===== src/hdl/assert_macros.svh =====
// Assertion macros shared by the console writer RTL.
// Standalone header; included by files that carry concurrent checks.
`ifndef ASSERT_MACROS_SVH
`define ASSERT_MACROS_SVH

// Same-cycle implication, disabled while reset is asserted.
`define ASSERT_IMPLIES(name, clock, resetn, ante, cons) \
    name: assert property (@(posedge clock) disable iff (!resetn) (ante) |-> (cons)) \
        else $error("%m: same-cycle implication failed");

// Next-cycle implication, disabled while reset is asserted.
`define ASSERT_NEXT(name, clock, resetn, ante, cons) \
    name: assert property (@(posedge clock) disable iff (!resetn) (ante) |=> (cons)) \
        else $error("%m: next-cycle implication failed");

`endif


===== src/hdl/tccw_pkg.sv =====
// Package for the text console character writer: result types, codes, constants.
// No dependencies; used by tccw_step, tccw_queue and text_console_char_writer.
`default_nettype none

package tccw_pkg;

    localparam int COLUMNS_DEF = 80;
    localparam int ROWS_DEF    = 25;

    localparam int MAX_RESULTS = 7;
    localparam int CNT_W       = $clog2(MAX_RESULTS + 1);
    localparam int POS_W       = 11;
    localparam int VALUE_W     = 16;

    localparam logic [7:0] CHAR_BACKSPACE = 8'd8;
    localparam logic [7:0] CHAR_TAB       = 8'd9;
    localparam logic [7:0] CHAR_NEWLINE   = 8'd10;
    localparam logic [7:0] CHAR_BLANK     = 8'h20;

    localparam logic [7:0] ATTR_RESET = 8'h0F;

    // APB register map: register index sits above the byte offset bits
    localparam int         PADDR_W       = 3;
    localparam logic [0:0] REG_ATTRIBUTE = 1'b0;

    typedef enum logic [1:0] {
        KIND_WRITE  = 2'd0,
        KIND_CLEAR  = 2'd1,
        KIND_CURSOR = 2'd2
    } kind_t;

    typedef struct packed {
        kind_t                kind;
        logic [POS_W-1:0]     position;
        logic [VALUE_W-1:0]   cell_value;
        logic                 last;
    } result_t;

    function automatic result_t make_result(kind_t k, logic [POS_W-1:0] p,
                                            logic [VALUE_W-1:0] v);
        result_t r;
        r.kind       = k;
        r.position   = p;
        r.cell_value = v;
        r.last       = 1'b0;
        return r;
    endfunction

endpackage

`default_nettype wire


===== src/hdl/tccw_step.sv =====
// Combinational step: one character plus cursor gives the full result list.
// Depends on tccw_pkg.
`default_nettype none

module tccw_step #(
    parameter int COLUMNS = tccw_pkg::COLUMNS_DEF,
    parameter int ROWS    = tccw_pkg::ROWS_DEF
) (
    input  wire logic [7:0]                  character,
    input  wire logic [$clog2(COLUMNS)-1:0]  column,
    input  wire logic [$clog2(ROWS)-1:0]     row,
    input  wire logic [7:0]                  attribute,
    output tccw_pkg::result_t [tccw_pkg::MAX_RESULTS-1:0] list,
    output logic [tccw_pkg::CNT_W-1:0]       count,
    output logic [$clog2(COLUMNS)-1:0]       next_column,
    output logic [$clog2(ROWS)-1:0]          next_row
);

    localparam int CW = $clog2(COLUMNS);
    localparam int RW = $clog2(ROWS);
    localparam int PW = (CW + RW > tccw_pkg::POS_W) ? CW + RW : tccw_pkg::POS_W;

    typedef struct packed {
        logic [CW:0] c;
        logic [RW:0] r;
        logic        clr;
    } settle_t;

    function automatic logic [tccw_pkg::POS_W-1:0] pos_of(logic [CW:0] cc, logic [RW:0] rr);
        logic [PW-1:0] p;
        p = PW'(rr) * PW'(COLUMNS) + PW'(cc);
        return p[tccw_pkg::POS_W-1:0];
    endfunction

    // wrap past the right edge, then clear + home past the bottom
    function automatic settle_t settle(logic [CW:0] cc, logic [RW:0] rr);
        settle_t s;
        s.c   = cc;
        s.r   = rr;
        s.clr = 1'b0;
        if (cc >= (CW+1)'(COLUMNS))
        begin
            s.c = '0;
            s.r = rr + 1'b1;
        end
        if (s.r >= (RW+1)'(ROWS))
        begin
            s.c   = '0;
            s.r   = '0;
            s.clr = 1'b1;
        end
        return s;
    endfunction

    tccw_pkg::result_t [tccw_pkg::MAX_RESULTS-1:0] lst;
    logic [tccw_pkg::CNT_W-1:0] n;
    logic [CW:0]                c;
    logic [RW:0]                r;
    logic [1:0]                 np;
    settle_t                    s;
    logic [15:0]                blank_val;
    logic [15:0]                clear_val;

    assign blank_val = {attribute, tccw_pkg::CHAR_BLANK};
    assign clear_val = {attribute, tccw_pkg::CHAR_BLANK};

    always_comb
    begin
        lst = '0;
        n   = '0;
        c   = {1'b0, column};
        r   = {1'b0, row};
        np  = '0;
        s   = '0;

        unique case (character)
            tccw_pkg::CHAR_NEWLINE:
            begin
                c = '0;
                r = r + 1'b1;
            end
            tccw_pkg::CHAR_BACKSPACE:
            begin
                if (c == '0)
                begin
                    c = (CW+1)'(COLUMNS - 1);
                    r = (r == '0) ? (RW+1)'(ROWS - 1) : r - 1'b1;
                end
                else
                begin
                    c = c - 1'b1;
                end
                lst[n] = tccw_pkg::make_result(tccw_pkg::KIND_WRITE, pos_of(c, r), blank_val);
                n = n + 1'b1;
            end
            tccw_pkg::CHAR_TAB:
            begin
                np = column[0] ? 2'd1 : 2'd2;
                for (int k = 0; k < 2; k++)
                begin
                    if (2'(k) < np)
                    begin
                        lst[n] = tccw_pkg::make_result(tccw_pkg::KIND_WRITE, pos_of(c, r),
                                                       blank_val);
                        n = n + 1'b1;
                        c = c + 1'b1;
                        s = settle(c, r);
                        c = s.c;
                        r = s.r;
                        if (s.clr)
                        begin
                            lst[n] = tccw_pkg::make_result(tccw_pkg::KIND_CLEAR, '0, clear_val);
                            n = n + 1'b1;
                            lst[n] = tccw_pkg::make_result(tccw_pkg::KIND_CURSOR, '0, '0);
                            n = n + 1'b1;
                        end
                        lst[n] = tccw_pkg::make_result(tccw_pkg::KIND_CURSOR, pos_of(c, r), '0);
                        n = n + 1'b1;
                    end
                end
            end
            default:
            begin
                lst[n] = tccw_pkg::make_result(tccw_pkg::KIND_WRITE, pos_of(c, r),
                                               {attribute, character});
                n = n + 1'b1;
                c = c + 1'b1;
            end
        endcase

        // closing settle, common to every character
        s = settle(c, r);
        c = s.c;
        r = s.r;
        if (s.clr)
        begin
            lst[n] = tccw_pkg::make_result(tccw_pkg::KIND_CLEAR, '0, clear_val);
            n = n + 1'b1;
            lst[n] = tccw_pkg::make_result(tccw_pkg::KIND_CURSOR, '0, '0);
            n = n + 1'b1;
        end
        lst[n] = tccw_pkg::make_result(tccw_pkg::KIND_CURSOR, pos_of(c, r), '0);
        lst[n].last = 1'b1;
        n = n + 1'b1;
    end

    assign list        = lst;
    assign count       = n;
    assign next_column = c[CW-1:0];
    assign next_row    = r[RW-1:0];

endmodule

`default_nettype wire


===== src/hdl/tccw_queue.sv =====
// Result queue: holds one character's result list and shifts it out head first.
// Depends on tccw_pkg.
`default_nettype none

module tccw_queue (
    input  wire logic                                    clk,
    input  wire logic                                    rst_n,
    input  wire logic                                    load,
    input  wire tccw_pkg::result_t [tccw_pkg::MAX_RESULTS-1:0] load_list,
    input  wire logic [tccw_pkg::CNT_W-1:0]              load_count,
    input  wire logic                                    shift,
    output logic                                         free,
    output logic                                         head_valid,
    output tccw_pkg::result_t                            head
);

    tccw_pkg::result_t [tccw_pkg::MAX_RESULTS-1:0] entries_reg, entries_next;
    logic [tccw_pkg::CNT_W-1:0]                    count_reg, count_next;

    // free to take a new list this cycle: empty, or last entry leaving now
    assign free       = (count_reg == '0) || ((count_reg == tccw_pkg::CNT_W'(1)) && shift);
    assign head_valid = (count_reg != '0);
    assign head       = entries_reg[0];

    always_comb
    begin
        count_next   = count_reg;
        entries_next = entries_reg;
        if (load)
        begin
            count_next   = load_count;
            entries_next = load_list;
        end
        else if (shift)
        begin
            count_next = count_reg - 1'b1;
            for (int i = 0; i < tccw_pkg::MAX_RESULTS - 1; i++)
            begin
                entries_next[i] = entries_reg[i+1];
            end
        end
    end

    always_ff @(posedge clk or negedge rst_n)
    begin
        if (!rst_n)
        begin
            count_reg <= '0;
        end
        else
        begin
            count_reg <= count_next;
        end
    end

    always_ff @(posedge clk)
    begin
        entries_reg <= entries_next;
    end

endmodule

`default_nettype wire


===== src/hdl/text_console_char_writer.sv =====
// Top level of the text console character writer: input register, cursor, config.
// Depends on tccw_pkg, tccw_step, tccw_queue and assert_macros.svh.
//
//   channel | signals                         | direction | moves per transaction
//   --------+---------------------------------+-----------+----------------------
//   in      | in_valid/in_stall, character    | to block  | one character byte
//   out     | out_valid/out_stall, kind,      | from block| one result (write,
//           | position, cell_value, last      |           | clear or cursor)
//   apb     | psel/penable/pwrite/paddr/...   | to block  | attribute register
//
// Results: a character gives 1 to 7, one per output transaction: a newline 1,
//   a printable character or backspace 2, a tab 3 or 5; a scroll off the bottom
//   (never on a backspace) adds 2 more for the clear and the home update.
// The result queue sets the rate: it loads a character's whole list at once and
//   drains one entry per cycle while out_stall is low; meanwhile the input
//   register holds the next, which enters the queue once the queue is free.
// Reset homes the cursor and sets attribute to 0x0F; out_stall only holds the
//   queue head and, once the queue cannot load, backs up into in_stall.
`default_nettype none
`include "assert_macros.svh"

module text_console_char_writer #(
    parameter int COLUMNS = tccw_pkg::COLUMNS_DEF,
    parameter int ROWS    = tccw_pkg::ROWS_DEF
) (
    input  wire logic                          clk,
    input  wire logic                          rst_n,
    // input channel
    input  wire logic                          in_valid,
    output logic                               in_stall,
    input  wire logic [7:0]                    character,
    // output channel
    output logic                               out_valid,
    input  wire logic                          out_stall,
    output logic [1:0]                         kind,
    output logic [tccw_pkg::POS_W-1:0]         position,
    output logic [tccw_pkg::VALUE_W-1:0]       cell_value,
    output logic                               last,
    // configuration port
    input  wire logic                          psel,
    input  wire logic                          penable,
    input  wire logic                          pwrite,
    input  wire logic [tccw_pkg::PADDR_W-1:0]  paddr,
    input  wire logic [31:0]                   pwdata,
    output logic [31:0]                        prdata,
    output logic                               pready
);

    localparam int CW = $clog2(COLUMNS);
    localparam int RW = $clog2(ROWS);

    // input register
    logic       in_valid_reg, in_valid_next;
    logic [7:0] char_reg, char_next;

    // cursor and attribute
    logic [CW-1:0] col_reg, col_next;
    logic [RW-1:0] row_reg, row_next;
    logic [7:0]    attr_reg, attr_next;

    // step results
    tccw_pkg::result_t [tccw_pkg::MAX_RESULTS-1:0] step_list;
    logic [tccw_pkg::CNT_W-1:0]                    step_count;
    logic [CW-1:0]                                 step_col;
    logic [RW-1:0]                                 step_row;

    logic              q_free;
    logic              q_load;
    logic              out_xfer;
    logic              in_xfer;
    logic              cfg_write;
    logic              reg_hit;
    tccw_pkg::result_t head;

    tccw_step #(
        .COLUMNS (COLUMNS),
        .ROWS    (ROWS)
    ) u_step (
        .character   (char_reg),
        .column      (col_reg),
        .row         (row_reg),
        .attribute   (attr_reg),
        .list        (step_list),
        .count       (step_count),
        .next_column (step_col),
        .next_row    (step_row)
    );

    tccw_queue u_queue (
        .clk        (clk),
        .rst_n      (rst_n),
        .load       (q_load),
        .load_list  (step_list),
        .load_count (step_count),
        .shift      (out_xfer),
        .free       (q_free),
        .head_valid (out_valid),
        .head       (head)
    );

    // output transaction pops the queue head
    assign out_xfer   = out_valid && !out_stall;
    assign kind       = head.kind;
    assign position   = head.position;
    assign cell_value = head.cell_value;
    assign last       = head.last;

    // held character moves into the queue as soon as it has room
    assign q_load   = in_valid_reg && q_free;
    assign in_stall = in_valid_reg && !q_free;
    assign in_xfer  = in_valid && !in_stall;

    always_comb
    begin
        in_valid_next = in_valid_reg;
        char_next     = char_reg;
        if (in_xfer)
        begin
            in_valid_next = 1'b1;
            char_next     = character;
        end
        else if (q_load)
        begin
            in_valid_next = 1'b0;
        end
    end

    // cursor advances when a character's list is committed to the queue
    always_comb
    begin
        col_next = col_reg;
        row_next = row_reg;
        if (q_load)
        begin
            col_next = step_col;
            row_next = step_row;
        end
    end

    // APB: single attribute register, always ready
    assign pready    = 1'b1;
    assign reg_hit   = (paddr[tccw_pkg::PADDR_W-1:2] == tccw_pkg::REG_ATTRIBUTE);
    assign cfg_write = psel && penable && pwrite && reg_hit;
    assign attr_next = cfg_write ? pwdata[7:0] : attr_reg;
    assign prdata    = reg_hit ? {24'b0, attr_reg} : 32'b0;

    always_ff @(posedge clk or negedge rst_n)
    begin
        if (!rst_n)
        begin
            in_valid_reg <= 1'b0;
            col_reg      <= '0;
            row_reg      <= '0;
            attr_reg     <= tccw_pkg::ATTR_RESET;
        end
        else
        begin
            in_valid_reg <= in_valid_next;
            col_reg      <= col_next;
            row_reg      <= row_next;
            attr_reg     <= attr_next;
        end
    end

    always_ff @(posedge clk)
    begin
        char_reg <= char_next;
    end

    // a stall on the input only ever comes from a held character
    `ASSERT_IMPLIES(a_stall_needs_held, clk, rst_n, in_stall, in_valid_reg)
    // a result that is not the last of its character is followed by another
    `ASSERT_NEXT(a_run_continues, clk, rst_n, out_xfer && !last, out_valid)
    // a screen clear is always followed by a home cursor update
    `ASSERT_NEXT(a_clear_then_home, clk, rst_n,
        out_xfer && (kind == tccw_pkg::KIND_CLEAR),
        out_valid && (kind == tccw_pkg::KIND_CURSOR) && (position == '0))

endmodule

`default_nettype wire


===== config.mk =====
export PLATFORM = sky130hd
export DESIGN_NAME = text_console_char_writer
export DESIGN_NICKNAME = d
export VERILOG_FILES = /design/src/hdl/tccw_pkg.sv /design/src/hdl/tccw_step.sv /design/src/hdl/tccw_queue.sv /design/src/hdl/text_console_char_writer.sv
export VERILOG_INCLUDE_DIRS = /design/src /design/src/hdl
export SDC_FILE = /design/constraint.sdc
export NUM_CORES = 1
export LEC_CHECK = 0
export BUFFER_PORTS_ARGS = -buffer_cell sky130_fd_sc_hd__buf_2
export CORE_MARGIN = 2
export CORE_UTILIZATION = 25
export DETAILED_ROUTE_END_ITERATION = 6
export PLACE_DENSITY = 0.42
export SKIP_CTS_REPAIR_TIMING = 1
export SLEW_MARGIN = 20
export SYNTH_ARGS = -nofsm -noshare
export SYNTH_HDL_FRONTEND = slang
export SYNTH_HIERARCHICAL = 1
export SYNTH_SLANG_ARGS = --single-unit

===== constraint.sdc =====
create_clock -name clk -period 8.8 [get_ports clk]
set_input_delay 1.76 -clock clk [delete_from_list [all_inputs] [get_ports clk]]
set_output_delay 1.76 -clock clk [all_outputs]
set_load 0.005 [all_outputs]

# ---- Yosys cells after proc, flatten, opt, wreduce, memory -nomap -nowiden
# Cells that the tools add are included.
dict set report word_totals {
  regBits 242
  in_bits 50
  output_inout_bits 65
  word_cells 206
}
dict set report op_classes {
  n_addsub 22
  multipliers 6
  order_cmp 24
  n_eq_ne 4
  n_mux 83
  bitwise_logic 7
  reduce_logical 26
}
# operator count
set ops {}
lappend ops {{$bwmux W210} 7}
lappend ops {{$mux W210} 7}
lappend ops {{$demux W30 S3} 9}
lappend ops {{$mux W180} 3}
lappend ops {{$and A203 B203 Y203} 2}
lappend ops {{$not A203 Y203} 2}
lappend ops {{$mux W30} 8}
lappend ops {{$mux W60} 3}
lappend ops {{$mux W15} 7}
lappend ops {{$mux W14} 7}
lappend ops {{$pmux W30 S3} 1}
lappend ops {{$add A11 B8 Y11} 5}
lappend ops {{$mux W8} 6}
lappend ops {{$mux W6} 6}
lappend ops {{$mul A6 B3 Y7 const B} 5}
lappend ops {{$mux W3} 11}
lappend ops {{$lt A3 B4 Y1 const B} 8}
lappend ops {{$add A3 B1 Y3 const B} 8}
lappend ops {{$eq A8 B4 Y1 const B} 3}
lappend ops {{$ge A3 B1 Y1 const B} 8}
lappend ops {{$ge A8 B7 Y1 const B} 3}
lappend ops {{$pmux W8 S3} 1}
lappend ops {{$ge A6 B5 Y1 const B} 3}
lappend ops {{$pmux W6 S3} 1}
lappend ops {{24 further kinds} 48}

# ---- Logic depth before layout (Yosys ltp)
# Gate-level depths: netlist (run 1).
dict set report logic_depth {
  ltp_word 37
  ltp_mapped 42
  ltp_nobuf 39
}

# ---- Modules after synthesis
# Netlist (run 1), hierarchy kept.
# module instances cells_each area_each_um2 seq_area_each_um2
set by_module_without_submodules {}
lappend by_module_without_submodules {tccw_queue 1 464 9496.6 6381.1}
lappend by_module_without_submodules {tccw_step 1 918 6198.4 0.0}
lappend by_module_without_submodules {text_console_char_writer 1 93 1332.5 770.7}

# ---- Worst setup path after synthesis (run 1)
# Ideal clock, no wire load.
dict set report synth_path {
  path_kind {in2reg}
  start {input port out_stall}
  end {register u_queue/entries_reg[100] in the netlist's numbering (enable)}
  setup_ps 554
  t_arrival_ps 7601
  required_time_ps 8246
  path_slack_ps 645
  path_stages 10
  path_buffers 4
  cell_sequence {nor2b_1 > a21oi_1 > nor2_1 > nand2_1 > buf_6 > inv_1 > buf_6 > buf_6 > buf_6 > or2_1}
}
dict set report synth_via {
  elab_chain_cells 6
}
# element line_no
set synth_rtl {}
lappend synth_rtl {{from (decl)} text_console_char_writer.sv:34} ;# input wire logic out_stall,
lappend synth_rtl {{$logic_not A1 Y1} text_console_char_writer.sv:102} ;# assign out_xfer = out_valid && !out_stall;
lappend synth_rtl {{$logic_and A1 B1 Y1} text_console_char_writer.sv:102}
lappend synth_rtl {{$logic_and A1 B1 Y1} tccw_queue.sv:21} ;# assign free = (count_reg == '0) || ((count_reg == tccw_pkg::CNT_W'(1)) && shift);
lappend synth_rtl {{$logic_or A1 B1 Y1} tccw_queue.sv:21}
lappend synth_rtl {{net q_free} text_console_char_writer.sv:67} ;# logic q_free;
lappend synth_rtl {{$logic_and A1 B1 Y1} text_console_char_writer.sv:109} ;# assign q_load = in_valid_reg && q_free;
lappend synth_rtl {{net q_load} text_console_char_writer.sv:68} ;# logic q_load;
lappend synth_rtl {{$reduce_bool A2 Y1 (no source line)} -}
lappend synth_rtl {{to (signal assigned)} tccw_queue.sv:58} ;# entries_reg <= entries_next;
lappend synth_rtl {{to (decl)} tccw_queue.sv:17} ;# tccw_pkg::result_t [tccw_pkg::MAX_RESULTS-1:0] entries_reg, entries_next;
# The timed path passes the listed nets, and every way through them passes these cells.
# A chain may end at the register's enable or synchronous reset.

==> flow_metrics.py, run 1 <==
metrics = {
    "run_status": {
        "outcome": "finished clean",
    },
    "setup_path": {
        "critPathLaunchType": "register",
        "crit_fanout": 11,
        "slowest_stage": "fa_1",
        "critical_path_required_ps": 9130,
        "cp_common_cell": "ha_1",
        "critical_path.max_stage_delay_ps": 530,
        "arrival_ps": 8600,
        "reg2reg_depth": 38,
        "crit_type": "reg2reg",
        "end_kind": "register",
    },
    "timing": {
        "finalCritPeriodShare_pct": 93.94,
        "final_hold_viol_count": 0,
        "clock_skew_ps": 13.65,
        "fmax_ghz": 0.1210,
        "setup-tns-final_ps": 0,
        "setup_viol": 0,
        "maxSlewHeadroom_pct": 36.06,
        "drv_slew": 0,
        "finalWorstPathRequiredPeriod_ps": 8267,
        "tightest_slew_ps": 946.7,
        "rsz0062_at_grt": "false",
    },
    "placed_design": {
        "gp_congestion": 0.8850,
        "dp_hpwl_microns": 34520,
        "port_buffers": 63,
    },
    "power_and_ir_drop": {
        "p_sw_w": 0.002867,
        "ir_drop_mv": 0.2139,
        "clock_power_share_pct": 15.8,
        "combPwrFrac_pct": 52.7,
        "power_density_nw_per_um2": 389.5,
        "cellLeakagePower_nw": 7.727,
        "p_seq_share_pct": 31.6,
        "p_int_w": 0.004497,
        "switching_share_pct": 38.93,
        "power_w": 0.007365,
    },
    "cts": {
        "path_clk_slew_ps": 60,
        "cts_sinks": 242,
        "cts_max_level": 1,
        "cts_tree": "done",
        "clockRootBuffer": "clkbuf_16",
        "cts_buffer_depth": 3,
        "clk_latency_ps": 580,
        "cts_made_buffers": 30,
    },
    "run": {
        "maxCapViolCount": 0,
    },
    "floorplanning": {
        "die_w_microns": 265.0,
        "pin_count": 115,
        "die-height_microns": 265.0,
        "core_region_area_sq_um": 67280,
        "fp-row-count": 95,
        "dieArea_sq_um": 70210,
        "initial_utilization_pct": 25.31,
    },
    "routing": {
        "drc": 0,
        "vias_per_cell": 4.620,
        "first_pass_iters": 5,
        "via_count": 11232,
        "ant_nets": 0,
        "wirelength_microns": 47960,
        "first_iter_violations": 841,
        "routedWlPerCell_microns": 19.73,
    },
    "global_routing": {
        "grt_pass1_vias": 11290,
        "overflow": 0,
        "grt_max_degree": 118,
        "grt_pass1_wl_microns": 72660,
        "grt_antenna_before_repair": 0,
        "track_usage_pct": 13.45,
    },
    "synthesis": {
        "synthFlopType": "edfxtp_1",
        "syn_area_sq_um": 17030,
        "synthMuxAreaShare_pct": 16.32,
        "async_reset_ff_share_pct": 9.917,
        "synthSimpleGateAreaFrac_pct": 11.21,
        "synth_enable_flop_cells": 218,
        "synthXorXnorAreaFrac_pct": 3.027,
        "yosys_warnings": 6,
        "synth_cell_type_count": 103,
        "synth_top_area_cell": "edfxtp_1",
        "synth_area_leaders": "edfxtp_1, mux2_4, buf_4",
        "syn-instance-count": 1475,
        "yosys.area.top_type_share_pct": 38.45,
        "syn_avg_cell_area_sq_um": 11.54,
        "synth_adder_area_share_pct": 6.319,
        "ys_seq_area_share_pct": 42.00,
        "synth_top_family_by_area": "multiplexers",
        "synth-compound-area-share_pct": 11.86,
        "ys_ff_latch": 242,
    },
    "final_layout": {
        "mostFrequentLayoutCells": "edfxtp_1, mux2_4, nor2_1",
        "largest_register_ffs": 180,
        "layout.nets": 1664,
        "diodes": 0,
        "area_growth_pct": 11.04,
        "final_common_cell": "edfxtp_1",
        "drive_gt1_share_pct": 28.24,
        "fillers": 7014,
    },
    "hold_path": {
        "min_path_cells": 2,
        "worstHoldPathType": "reg2reg",
    },
}
critical path: cells and delay by family, from the launching register on:
family	cells	cell delay (ps)
adders and majority gates	6	1660
buffers and inverters	6	920
AOI/OAI and AO/OA	13	2770
and+or+nand+nor	10	1580
xor gates and xnor gates	2	400
muxes	1	250
DFF	1	430
layout make-up:
class	count	area (sq um)	share of cell area [%]
flip-flops and latches	242	7152	37.82
clock buffers	42	795.8	4.209
multi-input cells	1076	8677	45.89
clock inverters	14	122.6	0.6485
inverters	50	195.2	1.032
well taps	873	1092	5.777
repair buffers	134	873.3	4.619
synth_stat cells, drive strengths merged (5+ instances only):
cell,number
and2,31
o21ai,61
a22oi,10
o21a,11
a21oi,59
inv,50
nand2,72
nor2,95
fa,10
nand3,21
xor2,18
a31oi,17
dfrtp,20
nand2b,9
o31ai,9
a211oi,9
nor4,5
ha,70
edfxtp,218
or2,11
a211o,5
or3,8
o22ai,23
nor3,32
buf,160
clkbuf,37
and3,27
a21boi,9
a21o,19
o211ai,9
and2b,8
xnor2,40
nor2b,15
mux2,200
stage by stage:
| stage | cells | hold WS [ps] | setup WS [ps] | area (sq um) | utilization, % |
|---|---|---|---|---|---|
| 5_1_grt | 2431 | 551.0 | 24.63 | 18910 | 28.10 |
| 3_3_place_gp | 2373 | 509.7 | 480.6 | 17950 | 26.68 |
| 2_1_floorplan | 1565 | 489.7 | 645.4 | 17370 | - |
| 4_1_cts | 2429 | 539.4 | 327.2 | 18870 | 28.04 |
| 6_report | 2431 | 537.3 | 533.0 | 18910 | 28.10 |
| 3_5_place_dp | 2373 | 522.9 | 398.1 | 17950 | 26.68 |
per-layer routing:
metal  vias to the layer above  share of wire, %  track usage (%)
li1                       5332                 -                -
met1                      5579                46            18.10
met2                       263                48            22.88
met3                        58               3.7            1.431
met4                         0               2.2            3.695
met5                         -                 0                0
path summary, 6_finish.rpt:
check / from / end / slack [ps]
worst min-delay path: in_valid_reg$_DFFE_PN0P_ / in_valid_reg$_DFFE_PN0P_ / 540
worst max-delay path: col_reg[0]$_DFFE_PN0P_ / u_queue/entries_reg[57]$_DFFE_PP_ / 530
worst max register to register: col_reg[0]$_DFFE_PN0P_ / u_queue/entries_reg[57]$_DFFE_PP_ / 530
min in group asynchronous: rst_n / col_reg[0]$_DFFE_PN0P_ / 1250
max in group asynchronous: rst_n / attr_reg[7]$_DFFE_PN0P_ / 7080
worst min register to register: in_valid_reg$_DFFE_PN0P_ / in_valid_reg$_DFFE_PN0P_ / 540
logic make-up after synthesis:
kind of cell,after synthesis
buf+inv,247
compound gates,285
simple gates,358
xor+xnor,58
other cells,3
fa+ha+maj,80
flops,242
mux,202
power by group through the flow:
stage / logic [W] / clock network, W / registers, W
finish: 0.00388 / 0.00116 / 0.00232
global route: 0.00419 / 0.00125 / 0.00239
CTS: 0.00389 / 0.00120 / 0.00234
detailed placement: 0.00386 / 0 / 0.00236
global placement: 0.00384 / 0 / 0.00234
floorplan: 0.00291 / 0 / 0.00233
Power figures use the tool's default switching activity.
==> run 2, diff against run 1 <==
RECOVER_POWER = 50   (was unset)
==> run 2 against run 1 <==
  * Power fell by 1.8%
  * Clock skew barely moved
  * Largest cell class unchanged
  * The run now ends with capacitance limit, slew limit left
  * Critical path depth fell by 1
  * Setup slack improved by 53 ps
  * Flip-flop and latch count did not move
  * Wire length rose by 0.34%
==> flow_metrics.py, run 2 (same netlist as run 1, synthesis figures left out) <==
metrics = {
    "timing": {
        "finalWorstPathRequiredPeriod_ps": 8214,
        "fmax_ghz": 0.1217,
        "setup-tns-final_ps": 0,
        "finalCritPeriodShare_pct": 93.34,
        "clock_skew_ps": 13.91,
        "rsz0062_at_grt": "false",
        "maxSlewHeadroom_pct": -130.1,
        "drv_slew": 249,
        "setup_viol": 0,
        "final_hold_viol_count": 0,
        "tightest_slew_ps": 3452,
    },
    "global_routing": {
        "grt_antenna_before_repair": 1,
        "grt_pass1_vias": 11290,
        "overflow": 0,
        "track_usage_pct": 13.45,
        "grt_pass1_wl_microns": 72660,
        "grt_max_degree": 118,
    },
    "routing": {
        "routedWlPerCell_microns": 19.80,
        "first_pass_iters": 4,
        "vias_per_cell": 4.602,
        "ant_nets": 0,
        "via_count": 11187,
        "first_iter_violations": 796,
        "drc": 0,
        "wirelength_microns": 48130,
    },
    "floorplanning": {
        "initial_utilization_pct": 25.31,
        "die_w_microns": 265.0,
        "fp-row-count": 95,
        "die-height_microns": 265.0,
        "dieArea_sq_um": 70210,
        "core_region_area_sq_um": 67280,
        "pin_count": 115,
    },
    "setup_path": {
        "crit_fanout": 11,
        "slowest_stage": "fa_1",
        "end_kind": "register",
        "critical_path.max_stage_delay_ps": 590,
        "critPathLaunchType": "register",
        "crit_type": "reg2reg",
        "arrival_ps": 8540,
        "reg2reg_depth": 37,
        "critical_path_required_ps": 9130,
    },
    "final_layout": {
        "area_growth_pct": 9.442,
        "largest_register_ffs": 180,
        "fin_cells": 2431,
        "final_common_cell": "edfxtp_1",
        "drive_gt1_share_pct": 22.98,
        "fillers": 7061,
        "mostFrequentLayoutCells": "edfxtp_1, nor2_1, conb_1",
        "layout.nets": 1664,
        "diodes": 0,
    },
    "cts": {
        "cts_buffer_depth": 3,
        "path_clk_slew_ps": 60,
        "cts_sinks": 242,
        "cts_made_buffers": 30,
        "clockRootBuffer": "clkbuf_16",
        "cts_tree": "done",
        "clk_latency_ps": 580,
        "cts_max_level": 1,
    },
    "placed_design": {
        "dp.cells": 2373,
        "port_buffers": 63,
        "dp_hpwl_microns": 34520,
        "gp_congestion": 0.8850,
    },
    "power_and_ir_drop": {
        "ir_drop_mv": 0.2109,
        "power_density_nw_per_um2": 388.1,
        "cellLeakagePower_nw": 7.464,
    },
    "hold_path": {
        "min_path_cells": 1,
        "worstHoldPathType": "reg2reg",
    },
    "run_status": {
        "failed_checks": "capacitance limit, slew limit",
        "outcome": "finished with violations",
    },
    "run": {
        "maxCapViolCount": 4,
    },
}
## run 2: cell types whose count changed in the layout (fill, tap and decap cells not counted), moves of 2 or more
cell      previous run  this run
buf_12               2         0
buf_2               63        39
clkbuf_1            12        35
clkbuf_2             0         2
mux2_1               0        56
mux2_2              65        61
mux2_4             135        83
## run 2: final cells by class
type | instances | area (sq um) | share of cell area, %
inverters | 50 | 195.2 | 1.047
multi-input cells | 1076 | 8464 | 45.42
well taps | 873 | 1092 | 5.861
clock inverters | 14 | 122.6 | 0.6580
clock buffers | 42 | 795.8 | 4.270
repair buffers | 134 | 813.3 | 4.364
flip-flops and latches | 242 | 7152 | 38.38
## run 2: critical path: cells and delay by family (launching register included)
| family | cells | cell delay, ps |
|---|---|---|
| buffers and inverters | 6 | 940 |
| AOI/OAI and AO/OA | 13 | 2580 |
| adders and majority gates | 5 | 1620 |
| xor gates and xnor gates | 2 | 410 |
| DFF | 1 | 430 |
| and+or+nand+nor | 10 | 1730 |
| muxes | 1 | 250 |
## run 2: layer usage
layer  part of all wire (%)  routed length [microns]  global-route usage [%]  up-vias
met1                     46                    22170                   18.10     5535
met3                    3.8                     1850                   1.431       55
li1                       -                        -                       -     5333
met5                      0                        0                       0        -
met2                     48                    23060                   22.88      264
met4                    2.2                     1055                   3.695        0
## run 2: path summary, 6_finish.rpt
kind	end	slack, ps	from
max	u_queue/entries_reg[57]$_DFFE_PP_	590	col_reg[0]$_DFFE_PN0P_
min reg2reg	u_queue/entries_reg[128]$_DFFE_PP_	520	u_queue/entries_reg[158]$_DFFE_PP_
max reg2reg	u_queue/entries_reg[57]$_DFFE_PP_	590	col_reg[0]$_DFFE_PN0P_
max in group asynchronous	attr_reg[4]$_DFFE_PN0P_	6110	rst_n
min	u_queue/entries_reg[128]$_DFFE_PP_	520	u_queue/entries_reg[158]$_DFFE_PP_
min in group asynchronous	col_reg[0]$_DFFE_PN0P_	1660	rst_n
## run 2: power breakdown
group          leakage, nW  total (W)  switching [W]  internal, W
clock                0.443    0.00116       0.000497     0.000662
sequential            2.45    0.00234       0.000214      0.00213
combinational         4.57    0.00373        0.00213      0.00160
## run 2: stage by stage
stage	area (sq um)	worst slack, ps	utilization (%)	power (W)	hold WS (ps)
after global placement	17950	480.6	26.68	0.006189	509.7
after CTS	18870	327.2	28.04	0.007426	539.4
after global routing	18640	24.68	27.70	0.007705	550.8
final	18640	586.0	27.70	0.007232	522.7
after detailed placement	17950	398.1	26.68	0.006216	522.9
after floorplan	17370	645.4	-	0.005240	489.7
==> run 3, diff against run 2 <==
PLACE_DENSITY = 0.43   (was 0.42)
SLEW_MARGIN = unset   (was 20)
TNS_END_PERCENT = 30   (was unset)
clock period = 7.4 ns   (was 8.8 ns; I/O delays follow)
==> run 3 against run 2 <==
  * The flow still finishes with violations (capacitance limit, slew limit)
  * Die area unchanged
  * Clock skew down 3.5 ps
  * Power up 25%
  * First-iteration DRC count down 9.9%
  * Flip-flop and latch count unchanged
  * Via count up 4.7%
  * Utilization up 2.2 points
  * Wire length up 1.6%
  * Register-to-register slack worse by 350 ps
  * Hold slack better by 1.1 ps
  * Setup slack worse by 350 ps
  * Critical path depth up 1
  * Critical endpoint is now u_queue/entries_reg[87]$_DFFE_PP_
  * Largest cell class unchanged
==> flow_metrics.py, run 3 (same netlist as run 1, synthesis figures left out) <==
metrics = {
    "run_status": {
        "outcome": "finished with violations",
        "failed_checks": "capacitance limit, slew limit",
    },
    "placed_design": {
        "dp_hpwl_microns": 35970,
        "gp_congestion": 0.8584,
        "dp.cells": 2494,
        "port_buffers": 63,
        "dpl_cell_area_sq_um": 18920,
    },
    "timing": {
        "finalCritPeriodShare_pct": 96.81,
        "fin_hold_ws_ps": 523.8,
        "clock_skew_ps": 10.44,
        "finalWorstPathRequiredPeriod_ps": 7164,
        "setup-tns-final_ps": 0,
        "fmax_ghz": 0.1396,
        "tightest_slew_ps": 3313,
        "drv_slew": 218,
        "final_hold_viol_count": 0,
        "maxSlewHeadroom_pct": -120.8,
        "setup_viol": 0,
    },
    "routing": {
        "first_pass_iters": 5,
        "routedWlPerCell_microns": 19.08,
        "wirelength_microns": 48910,
        "first_iter_violations": 717,
        "drc": 0,
        "via_count": 11717,
        "ant_nets": 0,
        "vias_per_cell": 4.572,
    },
    "final_layout": {
        "mostFrequentLayoutCells": "edfxtp_1, buf_4, conb_1",
        "layout.nets": 1797,
        "drive_gt1_share_pct": 32.80,
        "area_growth_pct": 18.11,
        "fin_cells": 2563,
        "final_common_cell": "edfxtp_1",
        "largest_register_ffs": 180,
        "stdcell_area_sq_um": 20110,
    },
    "cts": {
        "cts_buffer_depth": 3,
        "clk_latency_ps": 570,
        "cts_tree": "done",
        "cts_max_level": 1,
        "cts_made_buffers": 28,
        "path_clk_slew_ps": 60,
        "clockRootBuffer": "clkbuf_16",
        "cts_sinks": 242,
    },
    "setup_path": {
        "reg2reg_depth": 38,
        "worst-path-buf-inv": 6,
        "critical_path.max_stage_delay_ps": 520,
        "end_kind": "register",
        "critPathLaunchType": "register",
        "slowest_stage": "fa_1",
        "crit_family": "compound AO/OA/AOI/OAI gates",
        "crit_type": "reg2reg",
        "rr_endpoint": "u_queue/entries_reg[87]$_DFFE_PP_",
        "cp_common_cell": "ha_4",
        "r2r-start": "col_reg[1]$_DFFE_PN0P_",
        "critical_path_required_ps": 7730,
        "crit_fanout": 7,
        "r2r_slack_ps": 240,
        "arrival_ps": 7490,
    },
    "floorplanning": {
        "dieArea_sq_um": 70210,
        "die-height_microns": 265.0,
        "die_w_microns": 265.0,
        "core_region_area_sq_um": 67280,
        "pin_count": 115,
        "initial_utilization_pct": 25.31,
        "fp-row-count": 95,
    },
    "run": {
        "maxCapViolCount": 4,
    },
    "global_routing": {
        "grt_antenna_before_repair": 0,
        "grt_pass1_wl_microns": 73490,
        "track_usage_pct": 13.62,
        "grt_max_degree": 104,
        "grt_pass1_vias": 11790,
        "overflow": 0,
    },
    "hold_path": {
        "min_from": "u_queue/entries_reg[194]$_DFFE_PP_",
        "worstHoldPathType": "reg2reg",
        "min_path_cells": 1,
        "min_to": "u_queue/entries_reg[164]$_DFFE_PP_",
    },
    "power_and_ir_drop": {
        "ir_drop_mv": 0.2625,
        "power_w": 0.009069,
        "cellLeakagePower_nw": 8.116,
        "power_density_nw_per_um2": 451.0,
    },
}
## run 3: cell types whose count changed in the layout (fill, tap and decap cells not counted), sizes merged
cell    previous run  this run
clkinv            11         5
clkbuf            67        72
inv               51        50
buf              109       242
diode              0         1
## run 3: layout make-up
cell class / count / area, sq um
Fill cell: 7017 / 47170
Multi-Input combinational cell: 1076 / 8939
Sequential cell: 242 / 7157
Timing Repair Buffer: 269 / 1857
Tap cell: 873 / 1092
Clock buffer: 45 / 784.5
Inverter: 50 / 195.2
Clock inverter: 7 / 83.83
Antenna cell: 1 / 2.502
## run 3: worst max path at each step
stage	depth (start not counted)	to	slack (ps)	from
6_report	38	u_queue/entries_reg[87]$_DFFE_PP_	240	col_reg[1]$_DFFE_PN0P_
5_1_grt	38	u_queue/entries_reg[87]$_DFFE_PP_	-20	col_reg[1]$_DFFE_PN0P_
4_1_cts	39	u_queue/head[27]$_DFFE_PP_	-380	col_reg[1]$_DFFE_PN0P_
3_5_place_dp	40	u_queue/entries_reg[57]$_DFFE_PP_	-350	col_reg[1]$_DFFE_PN0P_
3_3_place_gp	40	u_queue/entries_reg[57]$_DFFE_PP_	-340	col_reg[1]$_DFFE_PN0P_
2_1_floorplan	42	u_queue/entries_reg[57]$_DFFE_PP_	-120	col_reg[1]$_DFFE_PN0P_
## run 3: power by group
group	total, W	internal (W)	switching [W]
Combinational	0.00498	0.00231	0.00267
Clock	0.00132	0.000760	0.000564
Sequential	0.00276	0.00252	0.000242
Total	0.00907	0.00559	0.00348
## run 3: metal layers
layer	vias up	share of wire [%]	routed length, microns	track usage (%)
met5	-	0	0	0
met4	0	3.3	1617	4.611
met3	78	4.1	2005	1.626
met2	233	48	23260	22.95
met1	5801	45	22020	18.07
li1	5605	-	-	-
## run 3: through the flow
step / utilization [%] / worst slack (ps)
floorplan: - / -119.7
global placement: 28.12 / -337.6
detailed placement: 28.12 / -350.7
CTS: 29.41 / -381.4
global route: 29.89 / -24.30
finish: 29.89 / 235.9
